==> config.mk <==
export PLATFORM = sky130hd
export DESIGN_NAME = tva_div
export DESIGN_NICKNAME = d
export VERILOG_FILES = /design/src/design/tva_pkg.sv /design/src/design/tva_div.sv
export SDC_FILE = /design/constraint.sdc
export NUM_CORES = 1
export LEC_CHECK = 0
export BUFFER_PORTS_ARGS = -buffer_cell sky130_fd_sc_hd__buf_2
export CORE_UTILIZATION = 50
export DETAILED_ROUTE_END_ITERATION = 6
export GPL_TIMING_DRIVEN = 0
export PLACE_DENSITY_LB_ADDON = 0.25
export SLEW_MARGIN = 20
export SYNTH_ARGS = -nofsm -noshare
export SYNTH_HDL_FRONTEND = slang
export SYNTH_SLANG_ARGS = --single-unit
==> constraint.sdc <==
create_clock -name clk_i -period 3.95 [get_ports clk_i]
set_input_delay 0.5925 -clock clk_i [delete_from_list [all_inputs] [get_ports clk_i]]
set_output_delay 0.5925 -clock clk_i [all_outputs]
set_load 0.01 [all_outputs]
==> src/design/tva_pkg.sv <==
// Shared types and constants for the vertex tangent accumulator.
package tva_pkg;

  localparam int IDX_W  = 10;
  localparam int POS_W  = 24;
  localparam int UV_W   = 20;
  localparam int TAN_W  = 32;
  localparam int SUM_W  = 40;
  localparam int DVD_W  = 64;
  localparam int DSR_W  = 44;

  localparam logic [1:0] OP_LOAD = 2'd0;
  localparam logic [1:0] OP_TRI  = 2'd1;
  localparam logic [1:0] OP_READ = 2'd2;

  typedef struct packed {
    logic signed [POS_W-1:0] px;
    logic signed [POS_W-1:0] py;
    logic signed [POS_W-1:0] pz;
    logic signed [UV_W-1:0]  u;
    logic signed [UV_W-1:0]  v;
  } vtx_t;

  typedef struct packed {
    logic             start;
    logic [DVD_W-1:0] dividend;
    logic [DSR_W-1:0] divisor;
  } div_req_t;

  typedef struct packed {
    logic             done;
    logic [DVD_W-1:0] quotient;
  } div_rsp_t;

endpackage

==> src/design/tva_div.sv <==
// Bit-serial restoring divider, one quotient bit per cycle.
module tva_div (
  input  logic              clk_i,
  input  logic              rst_ni,
  input  tva_pkg::div_req_t req_i,
  output tva_pkg::div_rsp_t rsp_o
);

  localparam int DW = tva_pkg::DVD_W;
  localparam int RW = tva_pkg::DSR_W;

  logic            busy_q;
  logic            done_q;
  logic [5:0]      cnt_q;
  logic [DW-1:0]   dvd_q;
  logic [RW-1:0]   rem_q;
  logic [RW-1:0]   dsr_q;
  logic [RW:0]     rem_sh;
  logic [RW+1:0]   diff;
  logic            ge;

  assign rem_sh = {rem_q, dvd_q[DW-1]};
  assign diff   = {1'b0, rem_sh} - {2'b00, dsr_q};
  assign ge     = ~diff[RW+1];

  always_ff @(posedge clk_i or negedge rst_ni) begin
    if (!rst_ni) begin
      busy_q <= 1'b0;
      done_q <= 1'b0;
      cnt_q  <= '0;
    end else begin
      done_q <= 1'b0;
      if (req_i.start) begin
        busy_q <= 1'b1;
        cnt_q  <= '0;
      end else if (busy_q) begin
        cnt_q <= cnt_q + 6'd1;
        if (&cnt_q) begin
          busy_q <= 1'b0;
          done_q <= 1'b1;
        end
      end
    end
  end

  // quotient bits shift into the dividend register as it empties
  always_ff @(posedge clk_i) begin
    if (req_i.start) begin
      dvd_q <= req_i.dividend;
      dsr_q <= req_i.divisor;
      rem_q <= '0;
    end else if (busy_q) begin
      rem_q <= ge ? diff[RW-1:0] : rem_sh[RW-1:0];
      dvd_q <= {dvd_q[DW-2:0], ge};
    end
  end

  assign rsp_o.done     = done_q;
  assign rsp_o.quotient = dvd_q;

endmodule

# Word-level counts from Yosys, hierarchy flattened
# Index checks and enable logic that the tools add are counted.
totals:
  reg_bits: 160
  wordCells: 22
  input_bits: 111
classes:
  bitwise: 1
  mux: 11
  add_sub_neg: 2
  n_reduce_logical: 2
op_table:
  columns: ["operator", "count"]
  rows:
  - ["$mux W64", 2]
  - ["$sub A45 B44 Y46", 1]
  - ["$mux W44", 1]
  - ["$mux W6", 2]
  - ["$add A6 B1 Y6 const B", 1]
  - ["$mux W1", 6]
  - ["$reduce_and A6 Y1", 1]
  - ["$reduce_bool A2 Y1", 1]
  - ["$not A1 Y1", 1]

# Depth between registers and ports, before layout
depth:
  depth_word: 4
  ltp_mapped: 15

# Least setup slack after synthesis
# Ideal clock, no wire load.
synth_timing:
  kind: "reg-to-reg"
  from: "register dsr_q[11]"
  to: "register dvd_q[0] (data pin)"
  setup_time_ns: 0.260
  period_less_slack_ns: 3.061
  setup_slack_ns: 0.889
  required_time_ns: 3.690
  arrival_ns: 2.801
  path_buffers: 4
  stages_incl_launch_ff: 15
  path_cell_list: "edfxtp_1 inv_1 ha_1 buf_6 a21o_1 a221o_1 a31o_1 a31oi_4 o211ai_2 and3_1 buf_6 or2_1 buf_6 buf_2 mux2_2"
synth_between:
  elab_chain_len: 4
synth_rtl:
  columns: ["item", "line_no", "text"]
  rows:
  - ["start: declaration", "tva_div.sv:17", "logic [RW-1:0] dsr_q;"]
  - ["start signal: assignment", "tva_div.sv:50", "dsr_q <= req_i.divisor;"]
  - ["$sub A45 B44 Y46", "tva_div.sv:23", "assign diff = {1'b0, rem_sh} - {2'b00, dsr_q};"]
  - ["$not A1 Y1", "tva_div.sv:24", "assign ge = ~diff[RW+1];"]
  - ["$mux W64", "tva_div.sv:52", "end else if (busy_q) begin"]
  - ["$mux W64", "tva_div.sv:48", "if (req_i.start) begin"]
  - ["end signal: assignment", "tva_div.sv:49", "dvd_q <= req_i.dividend;"]
  - ["end signal: assignment", "tva_div.sv:54", "dvd_q <= {dvd_q[DW-2:0], ge};"]
  - ["end: declaration", "tva_div.sv:15", "logic [DW-1:0] dvd_q;"]
# No other way between the ends. The select of a mux whose other input is x is not followed.
# A chain may end at the register's enable or synchronous reset.

# Worst setup path in the final report
layout_timing:
  from: "register dvd_q[63]"
  to: "register rem_q[34]"
layout_between:
  elab_chain_len: 2
layout_rtl:
  columns: ["item", "line_no", "text"]
  rows:
  - ["$sub A45 B44 Y46", "tva_div.sv:23", null]
  - ["$mux W44", "tva_div.sv:53", "rem_q <= ge ? diff[RW-1:0] : rem_sh[RW-1:0];"]
  - ["end signal: assignment", "tva_div.sv:53", null]
  - ["end: declaration", "tva_div.sv:16", "logic [RW-1:0] rem_q;"]
# No other way between the ends.

==> summary.md <==
| Metric | Value |
|---|---|
| Sum Neg Setup Slack | 0 ns |
| Mux cell area share after synthesis | 8.18% |
| Vias post-DR | 7294 |
| R2R setup slack | 0.36 ns |
| Tmin final | 3.59 ns |
| Final hold violation count | 0 |
| P per Cell Area | 644 mW/mm^2 |
| Via/cell ratio | 5.64 |
| Sequential cell area | 0.00432 sq mm |
| Starting DRT DRC Count | 544 |
| Final non-filler cell total | 1294 |
| Clk_lat worst skew | 0.44 ns |
| Gr ovfl total | 0 |
| Placer congestion estimate | 0.897 |
| CP Launch Type | register |
| Routed Antenna Nets | 0 |
| Multi-input gate area | 0.00432 sq mm |
| RR Startpoint | dvd_q[63]$_DFFE_PP_ |
| Routed WL per cell | 17.0 um |
| Num rows | 48 |
| Core area | 0.0175 sq mm |
| Compound-Gate Fraction of Synth Area | 17.9% |
| Hold Slack | 0.322 ns |
| Die footprint | 0.0187 sq mm |
| Clk buf depth | 2 |
| Initial Util | 51.9% |
| Dominant synthesized flop cell | edfxtp_1 |
| Xor/xnor share of the synthesized area | 3.19% |
| Clk sinks | 160 |
| First-pass GRT wire length | 34.7 mm |
| Clk root buf | clkbuf_16 |
| Mapped Nets | 1016 |
| GR Util All Layers | 24.2% |
| Detail Placement HPWL | 16.3 mm |
| Final net count | 1213 |
| Slew Limit Fails | 0 |
| Peak supply drop | 0.331 mV |
| Number of synthesized flops with an enable pin | 108 |
| MaxCap Viol Count | 0 |
| Synth top area share | 35.8% |
| Setup ws final | 0.359 ns |
| Outcome | finished clean |
| Adder-cell area share of the yosys netlist | 6.43% |
| Final setup fails | 0 |
| Worst setup EP type | register |
| Clock skew | 0.0104 ns |
| Leak pwr | 0.00468 uW |
| Total Wirelength | 22.1 mm |
| Max Clk Rate | 0.278 GHz |
| TritonCTS Buffers | 17 |
| Most frequent cells after synthesis | edfxtp_1 (108), nand2_1 (98), mux2_2 (65), nor2_1 (65), inv_1 (58) |
| Dominant cell type by area after synthesis | edfxtp_1 |
| Final period utilization | 90.9% |
| Fillers | 1449 |
| Worst R2R Path Depth | 12 |
| Chip width | 137 um |
| Pin count of the biggest net entering global routing | 46 |
| Hold path depth | 1 |
| Gate Count Post-Synth | 859 |
| CTS tree | yes |
| Post-Place Worst Slack | 0.445 ns |
| Initial antenna violation count | 0 |
| HP Start | req_i[40] |
| Hold Path Sink | dsr_q[40]$_DFFE_PP_ |
| P&R area growth vs syn | 19.8% |
| Area share of and/or/nand/nor cells after synthesis | 11.9% |
| Relative slew margins | 49.4% |
| Post-synthesis sequential area ratio | 47.7% |
| Worst r2r dst | rem_q[34]$_SDFFE_PP0P_ |
| Synth Register Bits | 160 |
| Layout cell share with drive strength beyond 1 | 29.7% |
| Number of global-route vias before repair | 7035 |
| Top post-synthesis cells by area | edfxtp_1 (36%), dfxtp_1 (9.7%), mux2_2 (8.1%) |
| RSZ-0062 raised after global routing | false |
| IO Count | 176 |
| DRC viols | 0 |
| Ys async rst share | 5.00% |
| Worst Path Arrival | 3.93 ns |
| Number of post-CTS setup repair buffers | 0 |
| Worst Tran Pin Value | 0.758 ns |
| Post-Syn Area | 0.00906 sq mm |
| Reg clk slew, reported paths | 0.08 ns |
| DR pass1 iterations | 5 |
| Max H-tree Level | 4 |
| Most common cell in the netlist | edfxtp_1 |
| Die Ht | 137 um |
| Main combinational cell family by area after synthesis | compound AO/OA/AOI/OAI gates |
| Synth warn | 0 |
| Worst EP required | 4.29 ns |
| Synth cell types | 62 |
| N_diodes | 0 |
| Crit path kind | register to register |
| CP Max Fanout | 5 |
| Hold Path Class | primary input to register |
| # placed instances | 1260 |
| Buffers added on ports | 175 |
| Syn Area/Cell | 10.6 sq um |
registers in the layout, summed over array words and instances (netlist names):
| name | count |
|---|---|
| done_q | 1 |
| dvd_q | 64 |
| dsr_q | 44 |
| busy_q | 1 |
| cnt_q | 6 |
| rem_q | 44 |
how the worst max path moves through the flow:
stage	start	to	slack, ns	depth (start not counted)
floorplan	dsr_q[11]$_DFFE_PP_	dvd_q[0]$_DFFE_PP_	0.89	14
global placement	req_i[108]	dvd_q[50]$_DFFE_PP_	0.30	3
detailed placement	dvd_q[63]$_DFFE_PP_	rem_q[34]$_SDFFE_PP0P_	0.45	12
CTS	dvd_q[63]$_DFFE_PP_	rem_q[34]$_SDFFE_PP0P_	0.42	12
global route	dvd_q[63]$_DFFE_PP_	rem_q[34]$_SDFFE_PP0P_	0.23	12
finish	dvd_q[63]$_DFFE_PP_	rem_q[34]$_SDFFE_PP0P_	0.36	12
cell type report:
cell class / count / area share (%)
plain buffers: 42 / 1.92
clock buffers: 17 / 3.92
clock inverters: 15 / 1.43
inverters: 58 / 2.00
multi-input cells: 599 / 39.7
flip-flops and latches: 160 / 39.8
well taps: 225 / 2.59
repair buffers: 178 / 8.59
power breakdown:
part	total, uW	switching [uW]	internal, uW
Combinational	3010	1750	1260
Sequential	2350	228	2130
Clock	1640	793	847
Total	7000	2770	4230
worst max-delay path, stage by stage (launching register included):
cell,delay [ns]
edfxtp_1,0.42
inv_1,0.06
ha_1,0.22
fa_1,0.41
nor2b_1,0.20
o2111ai_1,0.20
a211oi_1,0.41
o21a_1,0.27
o2111ai_1,0.28
a21boi_0,0.31
nor3_1,0.06
or3b_1,0.39
a311oi_1,0.27
layer usage:
metal,up-vias,global-route usage (%),part of all wire [%]
li1,3564,-,-
met1,3477,31.9,45
met2,232,39.0,48
met3,21,6.81,6.6
met4,0,5.80,0.95
met5,-,0,0
repair_timing:
action                                  CTS  global route
hold buffers                              1             0
resized for setup                         0             0
endpoints found under the setup margin    0             0
endpoints found under the hold margin     7             0
per-stage QoR:
step                      cell area (sq um)  utilization (%)  total power, uW
after floorplan                        9060                -             4570
after global placement                10200             58.5             5290
after detailed placement              10200             58.6             5330
after CTS                             10800             62.0             6980
after global routing                  10900             62.2             7440
final                                 10900             62.2             7000
logic make-up after synthesis:
group	after synthesis
xor gates and xnor gates	33
buffers and inverters	100
muxes	66
AOI/OAI and AO/OA	217
DFF	160
adders and majority gates	46
and+or+nand+nor	237
layout by cell type (no fill, tap or decap), types with 29 or more instances in the layout:
| cell | count |
|---|---|
| buf_2 | 180 |
| edfxtp_1 | 108 |
| nand2_1 | 98 |
| mux2_2 | 65 |
| nor2_1 | 65 |
| inv_1 | 58 |
| a21oi_1 | 54 |
| ha_1 | 45 |
| dfxtp_1 | 44 |
| o21ai_0 | 35 |
| clkbuf_1 | 29 |
Note: power is estimated with default switching activity, not from simulation.
